`config.mk`:
```
export PLATFORM = sky130hd
export DESIGN_NAME = alf_fifo
export DESIGN_NICKNAME = d
export VERILOG_FILES = /design/src/hdl/alf_fifo.sv
export SDC_FILE = /design/constraint.sdc
export NUM_CORES = 1
export LEC_CHECK = 0
export CORE_MARGIN = 8
export CORE_UTILIZATION = 55
export DETAILED_ROUTE_END_ITERATION = 8
export DONT_BUFFER_PORTS = 1
export HOLD_SLACK_MARGIN = 0.15
export PLACE_DENSITY = 0.7
export SLEW_MARGIN = 20
export SYNTH_ARGS = -nofsm -noshare
export SYNTH_HDL_FRONTEND = slang
export SYNTH_SLANG_ARGS = --single-unit
```
`constraint.sdc`:
```
create_clock -name i_clk -period 2.46 [get_ports i_clk]
set_input_delay 0.492 -clock i_clk [delete_from_list [all_inputs] [get_ports i_clk]]
set_output_delay 0.492 -clock i_clk [all_outputs]
set_load 0.03 [all_outputs]
```
`src/hdl/alf_fifo.sv`:
```
module alf_fifo #(
    parameter int WIDTH = 8,
    parameter int DEPTH = 4,
    localparam int AW = (DEPTH > 1) ? $clog2(DEPTH) : 1,
    localparam int CNTW = $clog2(DEPTH + 1)
) (
    input  logic             i_clk,
    input  logic             i_rst_n,
    input  logic             i_push,
    input  logic [WIDTH-1:0] i_data,
    input  logic             i_pop,
    output logic [WIDTH-1:0] o_data,
    output logic             o_empty,
    output logic             o_full,
    output logic [CNTW-1:0]  o_count
);

    logic [WIDTH-1:0] r_mem [DEPTH];
    logic [AW-1:0]    r_wptr;
    logic [AW-1:0]    r_rptr;
    logic [CNTW-1:0]  r_count;
    logic             do_push;
    logic             do_pop;

    assign do_push = i_push && (r_count != CNTW'(DEPTH));
    assign do_pop  = i_pop && (r_count != '0);

    // storage
    always_ff @(posedge i_clk) begin
        if (do_push) begin
            r_mem[r_wptr] <= i_data;
        end
    end

    // pointers and fill count
    always_ff @(posedge i_clk) begin
        if (!i_rst_n) begin
            r_wptr  <= '0;
            r_rptr  <= '0;
            r_count <= '0;
        end else begin
            if (do_push) begin
                r_wptr <= (r_wptr == AW'(DEPTH - 1)) ? '0 : r_wptr + 1'b1;
            end
            if (do_pop) begin
                r_rptr <= (r_rptr == AW'(DEPTH - 1)) ? '0 : r_rptr + 1'b1;
            end
            if (do_push && !do_pop) begin
                r_count <= r_count + 1'b1;
            end else if (do_pop && !do_push) begin
                r_count <= r_count - 1'b1;
            end
        end
    end

    assign o_data  = r_mem[r_rptr];
    assign o_empty = (r_count == '0);
    assign o_full  = (r_count == CNTW'(DEPTH));
    assign o_count = r_count;

endmodule

```
# Yosys cells after proc, flatten, opt, wreduce, memory -nomap -nowiden
# Memory sizes are Yosys's and may differ from the RTL's. A register that Yosys moved wholly into a read port is not among the register bits.
# Cells that the tools add are included.
[totals]
rom_bits = 0
ramBits = 32
in_bits = 12
elab_cells = 29
n_memories = 1
regBits = 7
latch_bits = 0
[mem_list]
columns = ["name", "words", "word_bits", "rd", "rd_clocked_by_memory_dff", "wr", "line_no", "source"]
rows = [
  ["r_mem", 4, 8, 1, 1, 1, "18", "logic [WIDTH-1:0] r_mem [DEPTH];"],
]
[classes]
addsub = 4
n_reduce_logical = 9
n_shift = 0
n_bitwise = 0
n_mux = 8
mul = 0
order_cmp = 0
n_eq_ne = 4
div = 0
[ops]
columns = ["cell", "n"]
rows = [
  ["two-way mux 2 bit", 4],
  ["two-way mux 3 bit", 2],
  ["adder 2 x 1 -> 2 bit, second input constant", 2],
  ["== test 2 bit, second input constant", 2],
  ["logical AND 1 bit", 4],
  ["adder 3 x 1 -> 3 bit, second input constant", 1],
  ["== test 3 bit, second input constant", 1],
  ["logical NOT 3 bit", 1],
  ["inequality test 3 bit, second input constant", 1],
  ["nonzero test 3 bit", 1],
  ["subtractor 3 x 1 -> 3 bit, second input constant", 1],
  ["logical NOT 1 bit", 2],
  ["two-way mux 1 bit", 2],
  ["nonzero test 2 bit", 1],
]

# Depth between registers and ports, before layout
[logic_depth]
ltp_word = 6
depth_mapped = 9
depth_no_buf = 8

# Worst setup path before layout
# No wires, ideal clock.
[synth_timing]
path_kind = "register to register"
from = "reg r_count[2] (netlist: o_count[2])"
to = "reg r_count[2] (netlist: o_count[2])"
stages_incl_launch_ff = 10
period_less_slack_ns = 2.346
path_buffers = 1
arrival_ns = 2.271
setup_time_ns = 0.076
setup_slack_ns = 0.114
path_cell_list = "dfxtp_1 > nor3b_2 > nor2b_1 > buf_2 > ha_1 > inv_1 > fa_1 > xor2_1 > or3_1 > a21boi_0"
[synth_via]
elab_chain_cells = 5
[synth_rtl]
columns = ["item", "line_no", "source"]
rows = [
  ["from (decl)", "21", "logic [CNTW-1:0] r_count;"],
  ["from (signal assigned)", "49", "r_count <= r_count + 1'b1;"],
  ["from (signal assigned)", "51", "r_count <= r_count - 1'b1;"],
  ["inequality test 3 bit *", "25", "assign do_push = i_push && (r_count != CNTW'(DEPTH));"],
  ["logical AND 1 bit *", "25", ""],
  ["net do_push", "22", "logic do_push;"],
  ["logical NOT 1 bit", "50", "end else if (do_pop && !do_push) begin"],
  ["logical AND 1 bit", "50", ""],
  ["nonzero test 2 bit (no source line)", "n/a", ""],
]
# Mark *: on every way through the listed nets, which the timed path passes. The rest lies on a longest branch. The select of a mux whose other input is x is not followed.
# A chain may end at the register's enable or synchronous reset.

==> metrics.txt <==
Mapped Cells 93; power per cell area 1050 nW/µm²; CP Cell Sequence mux4_2; Mapped Nets 112; Synth Area in XOR/XNOR 1.07%; CP max stage delay 700 ps; Worst Setup Start Kind register; worst path required time 1970 ps; antenna cells 0; Hold Path Origin i_data[7]; 1st-iter DRT viols 27; DIE AREA 4960 µm²; Remaining Overflow, GRT 0; #FFs+latches synth 41; combinational family with the most area after synthesis multiplexers; Slew Viols, Final 0; Setup TNS Final 0 ps; predominant post-synthesis flop cell edfxtp_1; WHS Path Cells 0; total CTS buffers 5; DR vias 799; Final Hold Viols 0; status complete, no violations; GPL Wtd Cong 0.710; root buf cell clkbuf_4; fmax 447 MHz; Die H 70.4 µm; Core Area 2780 µm²; Post-Synth Simple-Gate Area 6.60%; wire length per cell 18.7 µm; most instantiated cells after synthesis edfxtp_1, dfxtp_1, mux4_2; syn avg cell area 17.5 µm²; CP Class register to output port; Crit path depth 1; crit path DAT 1740 ps; multiplexer share of the synthesized area 12.9%; DRT Wirelength 2.53 mm; Async SR Flop Fraction 0%; cell with the most instances after synthesis edfxtp_1; largest cells by area after synthesis edfxtp_1, dfxtp_1, mux4_2; CTS tree yes; Reg-to-Reg Start o_count[1]; Synth area leader edfxtp_1; Post-route DRC 0; vias in the first global route 829; leak pwr 0.614 nW; GRT Total Usage 11.1%; worst hold path class input pin to register; Final period util 90.9%; top-area cell type share of the netlist area 58.9%; Critical Path End Type output port; Final Power 1.84 mW; Min Clock Period, post-route 2230 ps; Clock Pin Slew Worst Setup and Hold Paths 110 ps; row count 19; sequential area share after synthesis 70.0%; clock skew 3.25 ps; Max Fanout on Critical Path 8; # port buffers 0; Yosys cell types 23; worst vdd rail ir drop 0.000707 V; setup slack, reg-to-reg 260 ps; postcts setup bufs 0; final setup violation count 0; nets 122; Critical Path Slowest Stage Cell dfxtp_1; Top Family by Delay on Critical Path flip-flops; Longest Clk Path Bufs 2; Area growth syn-to-layout 7.90%; clock latency on the worst-skew pair 340 ps; largest net degree at the start of global routing 14; Starting Density 58.6%; CP Buf/Inv Count 0; num ports 25; worst slew pin tran 572 ps; first-pass GRT wire length 4.24 mm; worst reg2reg path depth 7; number of synthesis warnings 0; Synth Area in Adders 5.83%; H-tree depth 2; slew margin rel. 61.8%; complex-gate fraction of the synthesized area 1.84%; initial antenna violation count 0; vias per inst 5.92; CTS sink cnt 41; number of max-cap violations 0; share of layout cells above drive strength 1 23.1%; CTS resizes 0; Detailed Place HPWL 1.84 mm; synthesized area 1630 µm²; EDFF count, synth 32; unrepaired setup endpoints after global routing no; Hold Buf Count CTS 0; DIE WIDTH 70.4 µm; Detail Route Antenna Nets 0; DRT Pass-1 Iters 4
==> layout by cell type, fill, tap and decap left out <==
cell type / synthesis / routed
mux4_2: 8 / 8
and2_1: 5 / 5
o31ai_1: 1 / 1
clkbuf_4: 0 / 5
nor3b_2: 1 / 1
a21boi_0: 1 / 1
clkinv_2: 0 / 2
xnor2_1: 1 / 1
fa_1: 1 / 1
clkinvlp_4: 0 / 1
nand2_1: 6 / 6
nand3_1: 2 / 2
buf_4: 0 / 7
nor2_1: 2 / 2
o21ai_0: 3 / 3
nor3_1: 1 / 1
ha_1: 6 / 6
nor2b_1: 2 / 2
mux2i_1: 3 / 3
dfxtp_1: 9 / 9
xor2_1: 1 / 1
inv_1: 3 / 3
edfxtp_1: 32 / 32
or3_1: 1 / 1
==> cells by family after synthesis <==
family / Yosys count
adders and majority gates: 7
and+or+nand+nor: 20
muxes: 11
buffers and inverters: 7
DFF: 41
xor gates and xnor gates: 2
AOI/OAI and AO/OA: 5
==> worst paths after layout <==
check | endpoint
max | o_data[7]
min | r_mem[3][7]
max reg2reg | o_count[2]
min reg2reg | r_wptr[1]
==> registers in the layout, summed over array words and instances (netlist names), named ones only <==
register  count
r_mem        32
o_count       3
r_rptr        2
r_wptr        2
==> power breakdown <==
part	internal [mW]	leakage (nW)	switching, mW
sequential	0.852	0.367	0.0895
combinational	0.233	0.216	0.352
clock	0.108	0.0310	0.205
total	1.19	0.614	0.647
==> routing by layer <==
layer | up-vias | part of all wire (%) | track usage [%]
met4 | 0 | 0.51 | 3.35
met1 | 398 | 38 | 12.4
met5 | - | 0 | 0
met3 | 2 | 10 | 6.21
li1 | 369 | - | -
met2 | 30 | 51 | 17.6
==> area by class of cell <==
type,count,area (µm²)
clock buffer,5,37.5
clock inverter,3,17.5
fill,199,1020
inverter,3,11.3
multi-input combinational,45,460
sequential,41,1140
tap,31,38.8
timing repair buffer,7,52.6
==> worst register-to-register path: stages, from the launching register on <==
cell and delay, ps:
dfxtp_1 380, o31ai_1 390, ha_1 260, inv_1 60, fa_1 380, xor2_1 160
or3_1 310, a21boi_0 180
==> stage by stage <==
stage / worst slack [ps] / instance area [µm²] / instances / util [%] / hold WS (ps)
floorplan: 114 / 1630 / 93 / - / 468
global placement: 491 / 1700 / 127 / 61.3 / 485
detailed placement: 279 / 1700 / 127 / 61.3 / 496
CTS: 185 / 1760 / 135 / 63.2 / 224
global route: 106 / 1760 / 135 / 63.2 / 201
finish: 225 / 1760 / 135 / 63.2 / 240
(Power assumes the default switching activity.)
