`src/hdl/alf_pkg.sv`:
```
package alf_pkg;

    // pixel and geometry widths
    localparam int PIX_W      = 8;
    localparam int POS_W      = 8;    // wide enough for any allowed region size
    localparam int POS_OUT_W  = 6;
    localparam int CFG_W      = 40;
    localparam int CFG_IDX_W  = 3;

    // line store and window shape
    localparam int STORE_ROWS = 6;
    localparam int WIN_ROWS   = 7;    // age 0 (current row) to age 6
    localparam int WIN_COLS   = 10;   // stored rows: columns m+3 down to m-6
    localparam int CUR_COLS   = 7;    // current row: columns m down to m-6
    localparam int CUR_OFS    = 3;    // current row slot offset inside a window row
    localparam int LOOKAHEAD  = 3;
    localparam int MARGIN     = 6;

    // window column of the filter centre
    localparam logic [3:0] JB_REG   = 4'd3;
    localparam logic [3:0] JB_FLUSH = 4'd6;

    // rounding
    localparam int ROUND_OFS  = 32;
    localparam int ROUND_SH   = 6;

    // queue depths
    localparam int JOB_DEPTH  = 4;
    localparam int RES_DEPTH  = 4;

    // filter taps: row offset and column offset, pairs share a coefficient
    localparam int NTAPS  = 17;
    localparam int NCOEF  = 9;
    localparam int TAP_DY [NTAPS] = '{-3, 3, -2, 2, -1, 1, -1, 1, -1, 1,
                                       0, 0, 0, 0, 0, 0, 0};
    localparam int TAP_DX [NTAPS] = '{0, 0, 0, 0, -1, 1, 0, 0, 1, -1,
                                       -3, 3, -2, 2, -1, 1, 0};

    typedef logic [PIX_W-1:0] t_pix;
    typedef logic [POS_W-1:0] t_pos;
    typedef t_pix [WIN_COLS-1:0] t_win_row;
    typedef t_win_row [WIN_ROWS-1:0] t_win;

    typedef enum logic [CFG_IDX_W-1:0] {
        REG_VERT   = 3'd0,
        REG_HORIZ  = 3'd1,
        REG_WIDTH  = 3'd2,
        REG_ROWS   = 3'd3,
        REG_MAXPEL = 3'd4
    } t_reg_idx;

    // one classified input item with its pixel window, rows ordered by age
    typedef struct packed {
        t_win       win;
        t_pos       k;
        t_pos       reg_r;
        t_pos       reg_c;
        t_pos       fl_r0;
        t_pos       fl_c;
        logic       has_reg;
        logic [1:0] nflush;
    } t_job;

    typedef struct packed {
        t_pix                 pixel;
        logic [POS_OUT_W-1:0] row;
        logic [POS_OUT_W-1:0] col;
        logic                 last;
    } t_res;

endpackage

```
`src/hdl/alf_back.sv`:
```
module alf_back (
    input  logic                        i_clk,
    input  logic                        i_rst_n,
    input  logic                        i_job_valid,
    input  alf_pkg::t_job               i_job,
    output logic                        o_job_pop,
    input  logic [alf_pkg::CFG_W-1:0]   i_vert,
    input  logic [31:0]                 i_horiz,
    input  alf_pkg::t_pos               i_rows,
    input  alf_pkg::t_pix               i_max_pel,
    input  logic                        i_res_full,
    output logic                        o_res_push,
    output alf_pkg::t_res               o_res
);

    logic [1:0]    r_idx;
    logic          en;
    logic          issue;
    logic          is_reg;
    logic [1:0]    fl_i;
    logic [2:0]    nres;
    logic          last;
    alf_pkg::t_pos cur_r;
    alf_pkg::t_pos cur_c;
    logic [3:0]    jb;
    alf_pkg::t_pix tap [alf_pkg::NTAPS];

    logic          r_s1_v;
    alf_pkg::t_pix r_s1_tap [alf_pkg::NTAPS];
    alf_pkg::t_pos r_s1_r;
    alf_pkg::t_pos r_s1_c;
    logic          r_s1_last;

    logic signed [7:0]  coef [alf_pkg::NCOEF];
    logic signed [17:0] prod [alf_pkg::NCOEF];
    logic               r_s2_v;
    logic signed [17:0] r_s2_prod [alf_pkg::NCOEF];
    alf_pkg::t_pos      r_s2_r;
    alf_pkg::t_pos      r_s2_c;
    logic               r_s2_last;

    logic signed [21:0] sum;
    alf_pkg::t_pix      pix;
    logic               r_s3_v;
    alf_pkg::t_res      r_s3_res;

    // pipeline moves unless stage 3 holds a result and the result queue is full
    assign en    = !r_s3_v || !i_res_full;
    assign issue = en && i_job_valid;

    // walk the results of the head job
    assign nres   = {2'b0, i_job.has_reg} + {1'b0, i_job.nflush};
    assign is_reg = i_job.has_reg && (r_idx == 2'd0);
    assign fl_i   = r_idx - {1'b0, i_job.has_reg};
    assign cur_r  = is_reg ? i_job.reg_r : i_job.fl_r0 + alf_pkg::t_pos'(fl_i);
    assign cur_c  = is_reg ? i_job.reg_c : i_job.fl_c;
    assign jb     = is_reg ? alf_pkg::JB_REG : alf_pkg::JB_FLUSH;
    assign last   = ({1'b0, r_idx} + 3'd1) == nres;
    assign o_job_pop = issue && last;

    always_ff @(posedge i_clk) begin
        if (!i_rst_n) begin
            r_idx <= '0;
        end else if (issue) begin
            r_idx <= last ? 2'd0 : r_idx + 1'b1;
        end
    end

    // tap selection with vertical clamp
    always_comb begin
        logic signed [9:0] y;
        logic signed [9:0] top;
        logic signed [9:0] age;
        logic [3:0]        col;
        y   = '0;
        age = '0;
        col = '0;
        top = $signed({2'b0, i_rows}) - 10'sd1;
        for (int t = 0; t < alf_pkg::NTAPS; t++) begin
            y = $signed({2'b0, cur_r}) + 10'(alf_pkg::TAP_DY[t]);
            if (y < 10'sd0) begin
                y = 10'sd0;
            end else if (y > top) begin
                y = top;
            end
            age    = $signed({2'b0, i_job.k}) - y;
            col    = jb - 4'(alf_pkg::TAP_DX[t]);
            tap[t] = i_job.win[age[2:0]][col];
        end
    end

    // stage 1: taps
    always_ff @(posedge i_clk) begin
        if (!i_rst_n) begin
            r_s1_v <= 1'b0;
        end else if (en) begin
            r_s1_v <= issue;
        end
    end

    always_ff @(posedge i_clk) begin
        if (issue) begin
            r_s1_tap  <= tap;
            r_s1_r    <= cur_r;
            r_s1_c    <= cur_c;
            r_s1_last <= last;
        end
    end

    // coefficients
    always_comb begin
        for (int i = 0; i < 5; i++) begin
            coef[i] = $signed(i_vert[8*i +: 8]);
        end
        for (int i = 0; i < 4; i++) begin
            coef[5+i] = $signed(i_horiz[8*i +: 8]);
        end
    end

    // pair sums, and the centre tap alone, times coefficients, operands widened before the multiply
    always_comb begin
        logic [8:0] pair;
        pair = '0;
        for (int i = 0; i < alf_pkg::NCOEF - 1; i++) begin
            pair    = {1'b0, r_s1_tap[2*i]} + {1'b0, r_s1_tap[2*i+1]};
            prod[i] = 18'(coef[i]) * 18'($signed({1'b0, pair}));
        end
        prod[alf_pkg::NCOEF-1] = 18'(coef[alf_pkg::NCOEF-1]) *
                                 18'($signed({2'b0, r_s1_tap[alf_pkg::NTAPS-1]}));
    end

    // stage 2: products
    always_ff @(posedge i_clk) begin
        if (!i_rst_n) begin
            r_s2_v <= 1'b0;
        end else if (en) begin
            r_s2_v <= r_s1_v;
        end
    end

    always_ff @(posedge i_clk) begin
        if (en) begin
            r_s2_prod <= prod;
            r_s2_r    <= r_s1_r;
            r_s2_c    <= r_s1_c;
            r_s2_last <= r_s1_last;
        end
    end

    // sum, round and clip
    always_comb begin
        sum = 22'sd0 + 22'(alf_pkg::ROUND_OFS);
        for (int i = 0; i < alf_pkg::NCOEF; i++) begin
            sum = sum + 22'(r_s2_prod[i]);
        end
        if (sum < 22'sd0) begin
            pix = '0;
        end else if (sum[21:alf_pkg::ROUND_SH] > 16'(i_max_pel)) begin
            pix = i_max_pel;
        end else begin
            pix = sum[alf_pkg::ROUND_SH +: alf_pkg::PIX_W];
        end
    end

    // stage 3: finished result
    always_ff @(posedge i_clk) begin
        if (!i_rst_n) begin
            r_s3_v <= 1'b0;
        end else if (en) begin
            r_s3_v <= r_s2_v;
        end
    end

    always_ff @(posedge i_clk) begin
        if (en) begin
            r_s3_res.pixel <= pix;
            r_s3_res.row   <= r_s2_r[alf_pkg::POS_OUT_W-1:0];
            r_s3_res.col   <= r_s2_c[alf_pkg::POS_OUT_W-1:0];
            r_s3_res.last  <= r_s2_last;
        end
    end

    assign o_res_push = r_s3_v && !i_res_full;
    assign o_res      = r_s3_res;

endmodule

```
`config.mk`:
```
export PLATFORM = sky130hd
export DESIGN_NAME = alf_back
export DESIGN_NICKNAME = d
export VERILOG_FILES = /design/src/hdl/alf_pkg.sv /design/src/hdl/alf_back.sv
export SDC_FILE = /design/constraint.sdc
export NUM_CORES = 2
export LEC_CHECK = 0
export BUFFER_PORTS_ARGS = -buffer_cell sky130_fd_sc_hd__buf_2
export CAP_MARGIN = 20
export CELL_PAD_IN_SITES_DETAIL_PLACEMENT = 0
export CELL_PAD_IN_SITES_GLOBAL_PLACEMENT = 1
export CORE_MARGIN = 5
export CORE_UTILIZATION = 52
export CTS_CLUSTER_DIAMETER = 30
export DETAILED_ROUTE_END_ITERATION = 12
export PLACE_DENSITY = 0.95
export SLEW_MARGIN = 20
export SYNTH_ARGS = -nofsm -noshare
export SYNTH_HDL_FRONTEND = slang
export SYNTH_SLANG_ARGS = --single-unit
```
`constraint.sdc`:
```
create_clock -name i_clk -period 22.5 [get_ports i_clk]
set_input_delay 1.125 -clock i_clk [delete_from_list [all_inputs] [get_ports i_clk]]
set_output_delay 1.125 -clock i_clk [all_outputs]
set_load 0.02 [all_outputs]
```
* Yosys cells after proc, flatten, opt, wreduce, memory -nomap -nowiden
Index checks and enable logic that the tools add are counted.
** Word-level totals
- Bits in registers :: 349
- Input bits :: 695
- Output and inout bits :: 23
- Logic and storage cells :: 197
** Operators by class
- $add $sub $neg :: 42
- Multipliers :: 9
- Magnitude comparators :: 30
- Equality and inequality tests :: 1
- Multiplexer cells :: 67
- Reductions and logical operators :: 8
** Operators with widths (count)
- $bmux 80 s3 :: 7
- $mux 80 :: 7
- $bmux 8 s4 :: 17
- $mux 8 :: 19
- $mul 8x10->18 :: 8
- $add 22x18->22 :: 4
- $add 8x8->9 :: 8
- $gt 10x9->1 :: 6
- $mux 3 :: 15
- $lt 10x1->1 const B :: 3
- $lt 4x5->1 const B :: 6
- $lt 3x4->1 const B :: 7
- $lt 9x1->1 const B :: 3
- $add 21x18->22 :: 1
- $add 22x17->22 :: 1
- $lt 22x1->1 const B :: 1
- $add 20x18->21 :: 1
- $sub 3x3->3 :: 7
- $add 19x18->20 :: 1
- $add 7x18->19 const A :: 1
- $add 8x2->9 const B :: 2
- $mul 8x9->17 :: 1
- $gt 16x8->1 :: 1
- $sub 3x4->4 const B :: 3
- 22 further kinds :: 27

* Longest topological paths before layout
- Depth in word-level cells :: 12
- Gate-level depth with buffers :: 37
- Mapped depth without buffers :: 31

* Least setup slack after synthesis
OpenSTA, ideal clock, no wires.
- Path type :: input port to flip-flop
- From :: in i_res_full
- To :: reg r_s1_c[0] (enable)
- Setup time :: 0.498 ns
- Arrival :: 9.137 ns
- Data required time :: 22.002 ns
- Path slack :: 12.865 ns
- Stages on the path :: 3
- Buffers on the path :: 0
- Path through :: nand2_1 > nand2_1 > inv_1
** Between the ends
- Cells in the longest elaborated chain, start to end :: 3
** Ends and longest elaborated chain
- start: declaration :: RTL line alf_back.sv:11 : input logic i_res_full,
- $logic_not 1->1 :: RTL line alf_back.sv:48 : assign en = !r_s3_v || !i_res_full;
- $logic_or 1x1->1 :: RTL line alf_back.sv:48
- $logic_and 1x1->1 :: RTL line alf_back.sv:49 : assign issue = en && i_job_valid;
- net issue :: RTL line alf_back.sv:18 : logic issue;
- end signal: assignment :: RTL line alf_back.sv:105 : r_s1_c <= cur_c;
- end: declaration :: RTL line alf_back.sv:31 : alf_pkg::t_pos r_s1_c;
The timed path passes the listed nets, and every way through them passes these cells.
A chain may end at the register's enable or synchronous reset.

==> impl_metrics.toml <==
[global_route]
grt_pass1_wl_mm = 308.0
grt_use_met1_pct = 42.71
grt_overflow = 0
grt_max_degree = 170
grt-busiest-layer = "met2"
use_met2_pct = 55.79
met3_usage_pct = 9.866
grt.total_usage_pct = 35.15
grt_pass1_vias = 48530
antenna_found_initial = 146

[layout]
drive_gt1_share_pct = 23.59
final_cell_mix = "inv_1, buf_2, ha_1"
fill_cells = 8942
syn2layout_area_growth_pct = 14.79
fin_nets = 7924
layout_commonest_cell = "inv_1"

[clocking]
clk_pin_slew_ns = 0.05
cts_tree = "yes"
htreeDepth = 3
clk_latency_ns = 0.67
clockBufferDepth = 3
clk_root_buffer_cell = "clkbuf_16"
ctsResizeCount = 0
hold_buffers = 0
post_cts_buffers = 0
cts_buffers = 90
cts.sinks = 349

[logic_synthesis]
avgSynthCellArea_um2 = 10.40
synth-xor-area-share_pct = 3.345
ys_ff_latch = 349
yosysWarnings = 0
synthesis.instances = 5499
synth_fp_nets = 7307
synth-compound-area-share_pct = 9.935
synthSimpleGateAreaFrac_pct = 11.44
synth_ff_type = "edfxtp_1"
ys_types = 74
synth-edff-count = 344
ys_seq_area_share_pct = 18.24
synthMuxAreaShare_pct = 19.28
synth_top_family_by_area = "adder cells"
synth_area_mm2 = 0.05719
ys_async_sr_fraction_pct = 0
synth_fa_ha_area_share_pct = 31.24

[critical_path]
required_ns = 22.88
cp_data_arrival_time_ns = 10.66
critPathSlowestCell = "fa_4"
cp_max_fo = 65
end_kind = "register"
crit_path_max_incr_delay_ns = 1.18
path_class = "in -> reg"
critPathLaunchType = "input pin"
crit_family = "buffers and inverters"
critPathBufInv = 10

[floorplan]
fp.dieArea_mm2 = 0.1167
start_util_pct = 52.46
num_io_pins = 718
die_h_um = 341.6
core-area_mm2 = 0.1090
num_rows = 121
die_w_um = 341.6

[detailed_routing]
routed_via_density = 6.184
wl_per_cell_um = 27.13
vias = 47630
first_iter_violations = 5028
postRouteAntennaNets = 0
drc = 0
firstDrtPassIters = 10
finalWirelength_mm = 208.9

[place]
gp_congestion = 1.013
port_buffers = 708
dp_hpwl_mm = 167.1

[sta]
slew_violations = 0
rsz0062_at_grt = "false"
finClkSkew_ns = 0.03993
setup_tns_ns = 0
finalSetupViolCount = 0
finalCriticalPeriod_ns = 10.27
period_share_pct = 45.65
slew_headroom_pct = 20.36
report.final.hold_viol_count = 0
max_freq_ghz = 0.09736
worst_pin_slew_ns = 1.195

[job]
drv_cap = 0

[outcome]
outcome = "complete, no violations"

[hold_path]
hold_path_class = "reg -> reg"
## kinds of logic (layout without fill, tap and decap cells)
| logic type | count (synthesis) | count (layout) |
|---|---|---|
| adder cells (fa/ha/maj) | 1113 | 1113 |
| buffers and inverters | 982 | 1675 |
| multiplexers | 763 | 763 |
| other | 0 | 96 |
| AO/OA/AOI/OAI | 799 | 799 |
| AND/OR/NAND/NOR | 1278 | 1278 |
| XOR/XNOR | 215 | 215 |
| flip-flops | 349 | 349 |
## area by class of cell
| class | count | area [µm²] | share of cell area, % |
|---|---|---|---|
| Antenna cell | 96 | 240.2 | 0.3660 |
| Tap cell | 1414 | 1769 | 2.695 |
| Clock buffer | 95 | 2323 | 3.540 |
| Timing Repair Buffer | 765 | 4013 | 6.113 |
| Clock inverter | 73 | 809.5 | 1.233 |
| Inverter | 742 | 2790 | 4.251 |
| Multi-Input combinational cell | 4168 | 43270 | 65.91 |
| Sequential cell | 349 | 10430 | 15.89 |
## worst reg2reg max path, delay by kind of cell (launching register included)
kind / cells / cell delay [ns]
compound gates: 7 / 1.94
fa+ha+maj: 6 / 2.52
mux: 1 / 0.36
simple gates: 8 / 1.84
xor+xnor: 1 / 0.13
buf+inv: 10 / 2.67
flops: 1 / 0.42
## flip-flops by register name, summed over array words and instances (netlist names)
name / cells
o_res: 21
r_idx: 2
r_s1_c: 6
r_s1_last: 1
r_s1_r: 6
r_s1_tap: 136
r_s1_v: 1
r_s2_c: 6
r_s2_last: 1
r_s2_prod: 161
r_s2_r: 6
r_s2_v: 1
r_s3_v: 1
## cell usage after synthesis, types with 27 or more instances
master,count,area [µm²]
a21o_1,43,322.8
a21oi_1,176,880.8
a221o_1,65,650.6
a22o_1,81,709.4
a22oi_1,62,465.5
a31oi_1,27,168.9
and2_1,328,2052
and3_1,45,281.5
clkbuf_1,199,747.0
edfxtp_1,344,10330
fa_1,525,10510
ha_1,588,7357
inv_1,738,2770
mux2_2,226,2545
mux2i_1,289,2893
mux4_2,248,5585
nand2_1,390,1464
nand2b_1,106,663.1
nand3_1,52,260.3
nor2_1,148,555.5
nor2b_1,69,431.7
nor3_1,67,335.3
o211ai_1,29,217.7
o21ai_0,116,580.6
o21bai_1,34,255.2
xnor2_1,150,1314
xor2_1,61,534.3
## worst paths after layout
check | start | end | slack, ns | depth (start not counted)
max | i_job[2] | r_s1_tap[97]$_DFFE_PP_ | 12.23 | 33
min | r_s1_c[3]$_DFFE_PP_ | r_s2_c[3]$_DFFE_PN_ | 0.42 | 0
max reg2reg | r_idx[0]$_SDFFE_PN0P_ | r_s1_tap[97]$_DFFE_PP_ | 12.32 | 33
min reg2reg | r_s1_c[3]$_DFFE_PP_ | r_s2_c[3]$_DFFE_PN_ | 0.42 | 0
## routing by layer
| layer | routed length [µm] | share of wire [%] |
|---|---|---|
| met5 | 414 | 0.20 |
| met4 | 15640 | 7.5 |
| met3 | 21140 | 10 |
| met2 | 95630 | 46 |
| met1 | 76100 | 36 |
## metrics by stage
stage | std cells | worst slack, ns | instance area, µm² | util [%] | hold WS (ns)
after CTS | 7606 | 12.16 | 65330 | 59.94 | 0.4163
after detailed placement | 7438 | 11.48 | 62200 | 57.06 | 0.4045
after global placement | 7438 | 11.59 | 62190 | 57.06 | 0.4006
after floorplan | 5499 | 12.86 | 57190 | - | 0.4003
after global routing | 7672 | 11.78 | 65570 | 60.15 | 0.4250
final | 7702 | 12.23 | 65640 | 60.22 | 0.4161
Power is not shown: default switching activity piles up to over one toggle a cycle in this logic, so the estimate is an artifact.
